`src/design/swhs_pkg.sv`:
```
package swhs_pkg;

  localparam int unsigned StartLowW  = 15;
  localparam int unsigned TickW      = 15;
  localparam int unsigned ByteW      = 8;
  localparam int unsigned FrameW     = 40;
  localparam int unsigned BitCntW    = 6;
  localparam int unsigned CfgIdxW    = 2;
  localparam int unsigned CfgDataW   = 15;

  localparam logic [BitCntW-1:0]   FrameBits        = 6'd40;
  localparam logic [StartLowW-1:0] StartLowReset    = 15'd20000;
  localparam logic [ByteW-1:0]     ReleaseReset     = 8'd30;
  localparam logic [ByteW-1:0]     TimeoutReset     = 8'd100;
  localparam logic [ByteW-1:0]     OneThreshReset   = 8'd40;

  typedef enum logic [2:0] {
    PH_IDLE      = 3'd0,
    PH_START_LOW = 3'd1,
    PH_RELEASE   = 3'd2,
    PH_RESP_WAIT = 3'd3,
    PH_RESP_LOW  = 3'd4,
    PH_RESP_HIGH = 3'd5,
    PH_BIT_LOW   = 3'd6,
    PH_BIT_HIGH  = 3'd7
  } phase_e;

  typedef enum logic [1:0] {
    ST_OK       = 2'd0,
    ST_NORESP   = 2'd1,
    ST_BITTIME  = 2'd2,
    ST_CHECKSUM = 2'd3
  } status_e;

  typedef enum logic [CfgIdxW-1:0] {
    CFG_START_LOW  = 2'd0,
    CFG_RELEASE    = 2'd1,
    CFG_TIMEOUT    = 2'd2,
    CFG_ONE_THRESH = 2'd3
  } cfg_idx_e;

  typedef struct packed {
    logic [StartLowW-1:0] start_low_ticks;
    logic [ByteW-1:0]     release_ticks;
    logic [ByteW-1:0]     timeout_ticks;
    logic [ByteW-1:0]     one_threshold_ticks;
  } cfg_t;

  typedef struct packed {
    logic             drive_low;
    logic             busy_res;
    logic             done_res;
    status_e          status;
    logic [ByteW-1:0] humidity_whole;
    logic [ByteW-1:0] humidity_tenths;
    logic [ByteW-1:0] temperature_whole;
    logic [ByteW-1:0] temperature_tenths;
  } res_t;

endpackage

```
`src/design/swhs_in_if.sv`:
```
interface swhs_in_if;
  logic valid;
  logic ready;
  logic start_request;
  logic line_level;

  modport source (output valid, output start_request, output line_level, input ready);
  modport sink   (input valid, input start_request, input line_level, output ready);
endinterface

```
`src/design/swhs_out_if.sv`:
```
interface swhs_out_if;
  logic       valid;
  logic       ready;
  logic       drive_low;
  logic       busy_res;
  logic       done_res;
  logic [1:0] status;
  logic [7:0] humidity_whole;
  logic [7:0] humidity_tenths;
  logic [7:0] temperature_whole;
  logic [7:0] temperature_tenths;

  modport source (
    output valid, output drive_low, output busy_res, output done_res, output status,
    output humidity_whole, output humidity_tenths, output temperature_whole,
    output temperature_tenths, input ready
  );
  modport sink (
    input valid, input drive_low, input busy_res, input done_res, input status,
    input humidity_whole, input humidity_tenths, input temperature_whole,
    input temperature_tenths, output ready
  );
endinterface

```
`src/design/single_wire_humidity_sensor_reader_unit.sv`:
```
// Single-wire humidity sensor reader.
// in_i carries one item per microsecond tick: a start request and the sampled
// data line level. out_o returns exactly one result per input transfer: the
// line drive for that tick, busy and done flags, status and the four data bytes
// (valid on the done tick only).
// Each result is registered: in the output register, or in the skid register on a stall.
// Throughput: one item per cycle while in_i.ready is high; all decode work sits
// between the protocol state registers and the output register.
// Configuration: cfg_we_i writes register cfg_idx_i (0 start low, 1 release,
// 2 timeout, 3 one threshold) with cfg_data_i; write only while no reading is
// in progress and no result is outstanding.
// Reset: the reader goes idle, the output and skid registers empty and the
// configuration takes its default timing (20000, 30, 100, 40 ticks).
// Receiver stall: a skid register holds one further result, so in_i.ready
// stays high for one more transfer and then drops until out_o takes a transfer.
module single_wire_humidity_sensor_reader_unit (
  input  logic                               clk_i,
  input  logic                               rst_ni,
  input  logic                               cfg_we_i,
  input  logic [swhs_pkg::CfgIdxW-1:0]       cfg_idx_i,
  input  logic [swhs_pkg::CfgDataW-1:0]      cfg_data_i,
  swhs_in_if.sink                            in_i,
  swhs_out_if.source                         out_o
);

  swhs_pkg::cfg_t cfg_q;
  swhs_pkg::res_t res;
  swhs_pkg::res_t out_q, skid_q;
  logic           out_valid_q, skid_valid_q;
  logic           in_fire, out_fire;

  assign in_i.ready = !skid_valid_q;
  assign in_fire    = in_i.valid && !skid_valid_q;
  assign out_fire   = out_valid_q && out_o.ready;

  always_ff @(posedge clk_i or negedge rst_ni) begin
    if (!rst_ni) begin
      cfg_q.start_low_ticks     <= swhs_pkg::StartLowReset;
      cfg_q.release_ticks       <= swhs_pkg::ReleaseReset;
      cfg_q.timeout_ticks       <= swhs_pkg::TimeoutReset;
      cfg_q.one_threshold_ticks <= swhs_pkg::OneThreshReset;
    end else if (cfg_we_i) begin
      unique case (swhs_pkg::cfg_idx_e'(cfg_idx_i))
        swhs_pkg::CFG_START_LOW:  cfg_q.start_low_ticks     <= cfg_data_i[14:0];
        swhs_pkg::CFG_RELEASE:    cfg_q.release_ticks       <= cfg_data_i[7:0];
        swhs_pkg::CFG_TIMEOUT:    cfg_q.timeout_ticks       <= cfg_data_i[7:0];
        swhs_pkg::CFG_ONE_THRESH: cfg_q.one_threshold_ticks <= cfg_data_i[7:0];
        default: ;
      endcase
    end
  end

  swhs_ctrl u_ctrl (
    .clk_i   (clk_i),
    .rst_ni  (rst_ni),
    .take_i  (in_fire),
    .start_i (in_i.start_request),
    .line_i  (in_i.line_level),
    .cfg_i   (cfg_q),
    .res_o   (res)
  );

  always_ff @(posedge clk_i or negedge rst_ni) begin
    if (!rst_ni) begin
      out_valid_q  <= 1'b0;
      skid_valid_q <= 1'b0;
    end else begin
      if (in_fire) begin
        if (!out_valid_q || out_fire) begin
          out_valid_q <= 1'b1;
        end else begin
          skid_valid_q <= 1'b1;
        end
      end else if (out_fire) begin
        if (skid_valid_q) begin
          skid_valid_q <= 1'b0;
        end else begin
          out_valid_q <= 1'b0;
        end
      end
    end
  end

  always_ff @(posedge clk_i) begin
    if (in_fire) begin
      if (!out_valid_q || out_fire) begin
        out_q <= res;
      end else begin
        skid_q <= res;
      end
    end else if (out_fire && skid_valid_q) begin
      out_q <= skid_q;
    end
  end

  assign out_o.valid              = out_valid_q;
  assign out_o.drive_low          = out_q.drive_low;
  assign out_o.busy_res           = out_q.busy_res;
  assign out_o.done_res           = out_q.done_res;
  assign out_o.status             = out_q.status;
  assign out_o.humidity_whole     = out_q.humidity_whole;
  assign out_o.humidity_tenths    = out_q.humidity_tenths;
  assign out_o.temperature_whole  = out_q.temperature_whole;
  assign out_o.temperature_tenths = out_q.temperature_tenths;

`ifndef ASSERT_OFF
  a_skid_behind_out: assert property (@(posedge clk_i) disable iff (!rst_ni)
    skid_valid_q |-> out_valid_q)
    else $error("skid register full while output register empty");

  a_transfer_fills_out: assert property (@(posedge clk_i) disable iff (!rst_ni)
    in_fire |=> out_valid_q)
    else $error("input transfer produced no pending result");
`endif

endmodule

```
`src/design/swhs_ctrl.sv`:
```
module swhs_ctrl (
  input  logic          clk_i,
  input  logic          rst_ni,
  input  logic          take_i,
  input  logic          start_i,
  input  logic          line_i,
  input  swhs_pkg::cfg_t cfg_i,
  output swhs_pkg::res_t res_o
);

  swhs_pkg::phase_e                     phase_q, phase_d;
  logic [swhs_pkg::TickW-1:0]           ticks_q, ticks_d;
  logic [swhs_pkg::BitCntW-1:0]         bits_q, bits_d;
  logic [swhs_pkg::FrameW-1:0]          frame_q, frame_d;

  logic                                 drive;
  logic                                 fin;
  swhs_pkg::status_e                    fin_st;
  logic                                 weval;
  swhs_pkg::phase_e                     wph;
  swhs_pkg::phase_e                     nxt;
  logic [swhs_pkg::TickW-1:0]           wt;
  logic [swhs_pkg::TickW-1:0]           tick_inc;
  logic                                 waiting;
  logic                                 bit_val;
  logic                                 to_zero;

  logic [swhs_pkg::ByteW-1:0]           b0, b1, b2, b3, b4, sum8;
  swhs_pkg::status_e                    st_fin;

  assign tick_inc = ticks_q + swhs_pkg::TickW'(1);
  assign to_zero  = (cfg_i.timeout_ticks == '0);

  always_comb begin
    phase_d = phase_q;
    ticks_d = ticks_q;
    bits_d  = bits_q;
    frame_d = frame_q;
    drive   = 1'b0;
    fin     = 1'b0;
    fin_st  = swhs_pkg::ST_OK;
    weval   = 1'b0;
    wph     = phase_q;
    wt      = ticks_q;
    waiting = 1'b0;
    bit_val = 1'b0;
    nxt     = swhs_pkg::PH_BIT_LOW;

    unique case (phase_q)
      swhs_pkg::PH_IDLE: begin
        if (start_i) begin
          drive   = 1'b1;
          bits_d  = '0;
          frame_d = '0;
          if (cfg_i.start_low_ticks <= swhs_pkg::StartLowW'(1)) begin
            phase_d = swhs_pkg::PH_RELEASE;
            ticks_d = '0;
          end else begin
            phase_d = swhs_pkg::PH_START_LOW;
            ticks_d = swhs_pkg::TickW'(1);
          end
        end
      end
      swhs_pkg::PH_START_LOW: begin
        drive = 1'b1;
        if (tick_inc >= cfg_i.start_low_ticks) begin
          phase_d = swhs_pkg::PH_RELEASE;
          ticks_d = '0;
        end else begin
          ticks_d = tick_inc;
        end
      end
      swhs_pkg::PH_RELEASE: begin
        if (ticks_q >= swhs_pkg::TickW'(cfg_i.release_ticks)) begin
          weval = 1'b1;
          wph   = swhs_pkg::PH_RESP_WAIT;
          wt    = '0;
        end else begin
          ticks_d = tick_inc;
        end
      end
      default: begin
        weval = 1'b1;
      end
    endcase

    if (weval) begin
      if (wph == swhs_pkg::PH_RESP_WAIT || wph == swhs_pkg::PH_RESP_HIGH ||
          wph == swhs_pkg::PH_BIT_HIGH) begin
        waiting = line_i;
      end else begin
        waiting = !line_i;
      end
      nxt = (wph == swhs_pkg::PH_BIT_HIGH) ? swhs_pkg::PH_BIT_LOW
                                           : swhs_pkg::phase_e'(3'(wph) + 3'd1);
      if (waiting) begin
        if (wt >= swhs_pkg::TickW'(cfg_i.timeout_ticks)) begin
          fin    = 1'b1;
          fin_st = (wph >= swhs_pkg::PH_BIT_LOW) ? swhs_pkg::ST_BITTIME
                                                 : swhs_pkg::ST_NORESP;
        end else begin
          phase_d = wph;
          ticks_d = wt + swhs_pkg::TickW'(1);
        end
      end else begin
        if (wph == swhs_pkg::PH_BIT_HIGH) begin
          bit_val = (ticks_q > swhs_pkg::TickW'(cfg_i.one_threshold_ticks));
          frame_d = {frame_q[swhs_pkg::FrameW-2:0], bit_val};
          bits_d  = bits_q + swhs_pkg::BitCntW'(1);
        end
        if (wph == swhs_pkg::PH_BIT_HIGH && bits_d >= swhs_pkg::FrameBits) begin
          fin    = 1'b1;
          fin_st = swhs_pkg::ST_OK;
        end else if (to_zero) begin
          // next phase opens already waiting, so a zero timeout fails at once
          fin    = 1'b1;
          fin_st = (nxt >= swhs_pkg::PH_BIT_LOW) ? swhs_pkg::ST_BITTIME
                                                 : swhs_pkg::ST_NORESP;
        end else begin
          phase_d = nxt;
          ticks_d = swhs_pkg::TickW'(1);
        end
      end
    end

    if (fin) begin
      phase_d = swhs_pkg::PH_IDLE;
      ticks_d = '0;
    end
  end

  assign b0   = frame_d[39:32];
  assign b1   = frame_d[31:24];
  assign b2   = frame_d[23:16];
  assign b3   = frame_d[15:8];
  assign b4   = frame_d[7:0];
  assign sum8 = b0 + b1 + b2 + b3;

  always_comb begin
    st_fin = fin_st;
    if (fin_st == swhs_pkg::ST_OK && sum8 != b4) begin
      st_fin = swhs_pkg::ST_CHECKSUM;
    end
    res_o.drive_low          = drive;
    res_o.busy_res           = (phase_d != swhs_pkg::PH_IDLE);
    res_o.done_res           = fin;
    res_o.status             = fin ? st_fin : swhs_pkg::ST_OK;
    res_o.humidity_whole     = '0;
    res_o.humidity_tenths    = '0;
    res_o.temperature_whole  = '0;
    res_o.temperature_tenths = '0;
    if (fin && fin_st == swhs_pkg::ST_OK) begin
      res_o.humidity_whole     = b0;
      res_o.humidity_tenths    = b1;
      res_o.temperature_whole  = b2;
      res_o.temperature_tenths = b3;
    end
  end

  always_ff @(posedge clk_i or negedge rst_ni) begin
    if (!rst_ni) begin
      phase_q <= swhs_pkg::PH_IDLE;
      ticks_q <= '0;
      bits_q  <= '0;
      frame_q <= '0;
    end else if (take_i) begin
      phase_q <= phase_d;
      ticks_q <= ticks_d;
      bits_q  <= bits_d;
      frame_q <= frame_d;
    end
  end

`ifndef ASSERT_OFF
  a_bits_bound: assert property (@(posedge clk_i) disable iff (!rst_ni)
    bits_q <= swhs_pkg::FrameBits)
    else $error("bit count beyond frame length");

  a_idle_ticks_clear: assert property (@(posedge clk_i) disable iff (!rst_ni)
    phase_q == swhs_pkg::PH_IDLE |-> ticks_q == '0)
    else $error("tick counter not cleared while idle");

  a_done_to_idle: assert property (@(posedge clk_i) disable iff (!rst_ni)
    take_i && res_o.done_res |=> phase_q == swhs_pkg::PH_IDLE)
    else $error("finished reading did not return to idle");

  a_hold_without_item: assert property (@(posedge clk_i) disable iff (!rst_ni)
    !take_i |=> $stable(phase_q) && $stable(ticks_q))
    else $error("state moved without an input transfer");
`endif

endmodule

```
`src/flat_wrapper.sv`:
```
// flat-port wrapper written by rule: the top's interface ports become plain ports
module single_wire_humidity_sensor_reader_unit_flat 
  (clk_i, rst_ni, cfg_we_i, cfg_idx_i, cfg_data_i, in_i_valid, in_i_start_request, in_i_line_level, in_i_ready, out_o_valid, out_o_drive_low, out_o_busy_res, out_o_done_res, out_o_status, out_o_humidity_whole, out_o_humidity_tenths, out_o_temperature_whole, out_o_temperature_tenths, out_o_ready);
  swhs_in_if in_i_i ();
  swhs_out_if out_o_i ();
  input  logic clk_i;
  input  logic rst_ni;
  input  logic cfg_we_i;
  input  logic [swhs_pkg::CfgIdxW-1:0] cfg_idx_i;
  input  logic [swhs_pkg::CfgDataW-1:0] cfg_data_i;
  input wire logic [$bits(in_i_i.valid)-1:0] in_i_valid;
  input wire logic [$bits(in_i_i.start_request)-1:0] in_i_start_request;
  input wire logic [$bits(in_i_i.line_level)-1:0] in_i_line_level;
  output wire logic [$bits(in_i_i.ready)-1:0] in_i_ready;
  output wire logic [$bits(out_o_i.valid)-1:0] out_o_valid;
  output wire logic [$bits(out_o_i.drive_low)-1:0] out_o_drive_low;
  output wire logic [$bits(out_o_i.busy_res)-1:0] out_o_busy_res;
  output wire logic [$bits(out_o_i.done_res)-1:0] out_o_done_res;
  output wire logic [$bits(out_o_i.status)-1:0] out_o_status;
  output wire logic [$bits(out_o_i.humidity_whole)-1:0] out_o_humidity_whole;
  output wire logic [$bits(out_o_i.humidity_tenths)-1:0] out_o_humidity_tenths;
  output wire logic [$bits(out_o_i.temperature_whole)-1:0] out_o_temperature_whole;
  output wire logic [$bits(out_o_i.temperature_tenths)-1:0] out_o_temperature_tenths;
  input wire logic [$bits(out_o_i.ready)-1:0] out_o_ready;
  assign in_i_i.valid = in_i_valid;
  assign in_i_i.start_request = in_i_start_request;
  assign in_i_i.line_level = in_i_line_level;
  assign in_i_ready = in_i_i.ready;
  assign out_o_valid = out_o_i.valid;
  assign out_o_drive_low = out_o_i.drive_low;
  assign out_o_busy_res = out_o_i.busy_res;
  assign out_o_done_res = out_o_i.done_res;
  assign out_o_status = out_o_i.status;
  assign out_o_humidity_whole = out_o_i.humidity_whole;
  assign out_o_humidity_tenths = out_o_i.humidity_tenths;
  assign out_o_temperature_whole = out_o_i.temperature_whole;
  assign out_o_temperature_tenths = out_o_i.temperature_tenths;
  assign out_o_i.ready = out_o_ready;
  single_wire_humidity_sensor_reader_unit u_core (.clk_i(clk_i), .rst_ni(rst_ni), .cfg_we_i(cfg_we_i), .cfg_idx_i(cfg_idx_i), .cfg_data_i(cfg_data_i), .in_i(in_i_i), .out_o(out_o_i));
endmodule
```
`config.mk`:
```
export PLATFORM = sky130hd
export DESIGN_NAME = single_wire_humidity_sensor_reader_unit_flat
export DESIGN_NICKNAME = d
export VERILOG_FILES = /design/src/design/swhs_pkg.sv /design/src/design/swhs_in_if.sv /design/src/design/swhs_out_if.sv /design/src/design/single_wire_humidity_sensor_reader_unit.sv /design/src/design/swhs_ctrl.sv /design/src/flat_wrapper.sv
export SDC_FILE = /design/constraint.sdc
export NUM_CORES = 1
export LEC_CHECK = 0
export BUFFER_PORTS_ARGS = -buffer_cell sky130_fd_sc_hd__buf_2
export CAP_MARGIN = 10
export CORE_MARGIN = 3
export CORE_UTILIZATION = 50
export DETAILED_ROUTE_END_ITERATION = 12
export GPL_ROUTABILITY_DRIVEN = 1
export PLACE_DENSITY = 0.68
export SETUP_SLACK_MARGIN = 0.3
export SYNTH_ARGS = -nofsm -noshare
export SYNTH_HDL_FRONTEND = slang
export SYNTH_SLANG_ARGS = --single-unit
```
`constraint.sdc`:
```
create_clock -name clk_i -period 10.4 [get_ports clk_i]
set_input_delay 0.52 -clock clk_i [delete_from_list [all_inputs] [get_ports clk_i]]
set_output_delay 0.52 -clock clk_i [all_outputs]
set_load 0.005 [all_outputs]
```
==> impl_metrics.py <==
metrics = {
    "synthesis": {
        "syn-num-nets": 1029,
        "ys_seq_area_share_pct": 48.70,
        "yosys_register_bits": 179,
        "synth_area_sq_um": 9993,
        "ys_warn_count": 0,
        "synth-edff-count": 74,
        "async_reset_ff_share_pct": 58.66,
        "avgSynthCellArea_sq_um": 10.63,
        "synth_cell_types": 67,
        "netlist_instances": 940,
        "synth_flop_cell": "dfrtp_1",
    },
    "sta": {
        "setup_violations": 0,
        "timing.final.crit_share_pct": 63.47,
        "rsz0062_at_grt": "no",
        "slew_viol_final": 0,
        "fin_skew_ns": 0.01106,
        "fmax_ghz": 0.1515,
        "fin_crit_ns": 6.601,
        "tns_ns": 0,
        "relSlewSlack_pct": 19.54,
        "worstMarginPinSlew_ns": 1.191,
        "finalHoldViolCount": 0,
    },
    "clock_tree": {
        "clockRootBuffer": "clkbuf_16",
        "cts_resized": 0,
        "cts_tree": "done",
        "clkSinkCount": 179,
        "post_cts.repair.setup_buffers": 0,
        "postCtsHoldBufs": 0,
        "clockBufferDepth": 2,
        "clk_pin_slew_worst_paths_ns": 0.08,
        "cts_buffers": 17,
        "clk_latency_ns": 0.44,
        "h-tree-depth": 4,
    },
    "floorplanning": {
        "num_rows": 51,
        "pin_count": 63,
        "die_height_um": 147.4,
        "core-area_sq_um": 19530,
        "dieArea_sq_um": 21720,
        "die-width_um": 147.4,
        "start_util_pct": 51.18,
    },
    "critical_path": {
        "cp.arrival_ns": 6.78,
        "rr_startpoint": "u_core.cfg_q[20]$_DFFE_PN1P_",
        "critPathRequiredTime_ns": 10.58,
        "slowest_stage": "fa_1",
        "path_class": "register to register",
        "start_kind": "register",
        "crit_start": "u_core.cfg_q[20]$_DFFE_PN1P_",
        "critPathBufInv": 4,
        "end_kind": "register",
        "cpPeakStageDelay_ns": 0.54,
        "crit_fanout": 41,
        "critPathTopFamily": "adder cells",
    },
    "route": {
        "ant_nets": 0,
        "vias_per_cell": 5.962,
        "dr.pass1.iters": 5,
        "wl_per_cell_um": 18.60,
        "vias": 7488,
        "drcViolationCount": 0,
        "drt_iter0_markers": 663,
        "wirelength_mm": 23.37,
    },
    "power": {
        "switching_power_mw": 0.7376,
        "p_sw_share_pct": 34.41,
        "pwr-share-seq_pct": 44.1,
        "ir_worst_vdd_uv": 120.8,
        "p_leak_nw": 4.732,
        "internal-power_mw": 1.406,
        "powerDensity_nw_per_um2": 192.3,
        "pwr-share-comb_pct": 24.8,
        "pwr-share-clk_pct": 31.1,
    },
    "placement": {
        "port_buffers": 62,
        "post-dp-hpwl_mm": 16.41,
        "place_area_sq_um": 10530,
        "dp_cells": 1224,
        "gp_congestion": 0.8785,
    },
    "flow_run": {
        "drv_cap": 0,
    },
    "grt": {
        "grt_max_degree": 88,
        "grt_pass1_wl_mm": 37.54,
        "antenna_found_initial": 0,
        "gr-usage-all-layers_pct": 21.84,
        "grt_pass1_vias": 6781,
        "grt-ovfl-total": 0,
    },
    "finish": {
        "diodes": 0,
        "postLayoutCellArea_sq_um": 11150,
        "drive_above_1_share_pct": 16.85,
        "fill_cells": 1648,
        "area_delta_synth_final_pct": 11.53,
        "layout.nets": 1067,
        "fin_cells": 1256,
    },
    "min_path": {
        "hp-class": "input pin to async pin",
    },
    "run_status": {
        "outcome": "finished, final reports clean",
    },
}
## power groups by stage
stage	combinational [mW]	clock, mW	sequential [mW]
CTS	0.530	0.677	0.945
finish	0.531	0.666	0.946
detailed placement	0.528	0	0.960
global placement	0.520	0	0.955
global route	0.594	0.706	0.959
floorplan	0.355	0	0.942
## sequential cells by signal, indices dropped and copies added, names as in the netlist
register and flops:
u_core.out_o.temperature_whole 8, u_core.u_ctrl.ticks_q 15, u_core.out_o.done_res 1, u_core.out_o.status 2, u_core.skid_q 37, u_core.out_o.temperature_tenths 8, u_core.out_o.valid 1, u_core.out_o.busy_res 1
u_core.u_ctrl.frame_q 40, u_core.cfg_q 39, u_core.out_o.humidity_whole 8, u_core.out_o.humidity_tenths 8, u_core.u_ctrl.bits_q 6, u_core.skid_valid_q 1, u_core.u_ctrl.phase_q 3, u_core.out_o.drive_low 1
## layout make-up
class / count / area (sq um) / area share (%)
Clock buffer: 17 / 425.4 / 3.817
Clock inverter: 15 / 195.2 / 1.751
Inverter: 62 / 232.7 / 2.088
Multi-Input combinational cell: 644 / 4691 / 42.09
Sequential cell: 179 / 4867 / 43.67
Tap cell: 265 / 331.6 / 2.975
Timing Repair Buffer: 74 / 402.9 / 3.615
## final timing paths
check,to,slack (ns),depth (start not counted)
worst max register to register,u_core.out_o.status[0]$_DFFE_PP_,3.80,25
worst max-delay path,u_core.out_o.status[0]$_DFFE_PP_,3.80,25
max in group asynchronous,u_core.cfg_q[23]$_DFFE_PN0P_,9.11,2
min in group clk_i,u_core.cfg_q[37]$_DFFE_PN0P_,0.28,3
worst min register to register,u_core.u_ctrl.bits_q[5]$_DFFE_PN0P_,0.51,1
worst min-delay path,u_core.u_ctrl.frame_q[37]$_DFFE_PN0P_,0.12,1
## cell usage after synthesis (3+ instances only)
cell type	n	area share [%]
a211o_1	3	0.26
a211oi_1	7	0.53
a21o_1	6	0.45
a21oi_1	33	1.7
a221oi_1	4	0.35
a22o_1	49	4.3
a22oi_1	40	3.0
a31oi_1	8	0.50
and3_1	5	0.31
buf_2	7	0.35
clkbuf_1	46	1.7
dfrtp_1	91	23
dfstp_2	14	3.7
edfxtp_1	74	22
fa_1	14	2.8
ha_1	51	6.4
inv_1	62	2.3
mux2_2	26	2.9
mux2i_1	5	0.50
nand2_1	89	3.3
nand3_1	18	0.90
nand3b_1	7	0.53
nand4_1	11	0.69
nor2_1	72	2.7
nor2b_1	11	0.69
nor3_1	8	0.40
nor3_2	3	0.30
nor3b_1	3	0.23
nor4_1	7	0.44
o211ai_1	5	0.38
o21ai_0	35	1.8
o31ai_1	36	2.7
or2_2	3	0.19
or4_1	3	0.23
xnor2_1	28	2.5
xor2_1	9	0.79
## routing by layer
| layer | track usage (%) | share of wire (%) |
|---|---|---|
| met1 | 35.62 | 50 |
| met2 | 29.17 | 41 |
| met3 | 4.476 | 7.2 |
| met4 | 6.384 | 1.5 |
| met5 | 0 | 0 |
## placed cells by master (no fill, tap or decap), types with 6 or more instances in the layout
cell	Yosys	layout
clkbuf_16	0	17
nand4_1	11	11
nor3_1	8	8
dfrtp_1	91	91
nand2_1	89	87
nand3b_1	7	7
a31oi_1	8	8
a21oi_1	33	33
xnor2_1	28	28
inv_1	62	62
a21o_1	6	6
nor2b_1	11	11
ha_1	51	51
a22o_1	49	49
a211oi_1	7	7
mux2_2	26	26
fa_1	14	14
o31ai_1	36	36
buf_2	7	61
dfstp_2	14	14
o21ai_0	35	35
nor2_1	72	69
buf_4	0	13
xor2_1	9	9
nor4_1	7	7
a22oi_1	40	40
nand3_1	18	17
edfxtp_1	74	74
## worst register-to-register path, delay by kind of cell (launching register included)
family	cells	cell delay, ns
xor+xnor	2	0.29
fa+ha+maj	6	2.25
compound gates	9	1.72
simple gates	4	0.85
buf+inv	4	0.70
flops	1	0.53
## through the flow
stage | hold slack, ns | total power, mW | setup WS, ns | utilization (%)
after floorplan | 0.2244 | 1.298 | 3.859 | -
after global placement | 0.4864 | 1.476 | 3.969 | 53.90
after detailed placement | 0.4952 | 1.487 | 3.849 | 53.90
after CTS | 0.1360 | 2.152 | 3.834 | 57.08
after global routing | 0.1596 | 2.258 | 3.362 | 57.08
final | 0.1173 | 2.143 | 3.800 | 57.08
## cells by family (layout without fill, tap and decap cells)
kind of cell,Yosys count,count (layout),synth area share (%)
flops,179,179,48.70
buf+inv,117,168,4.632
fa+ha+maj,65,65,9.190
mux,31,31,3.431
xor+xnor,37,37,3.243
compound gates,257,257,18.59
simple gates,254,254,12.21
Power figures use the tool's default switching activity.
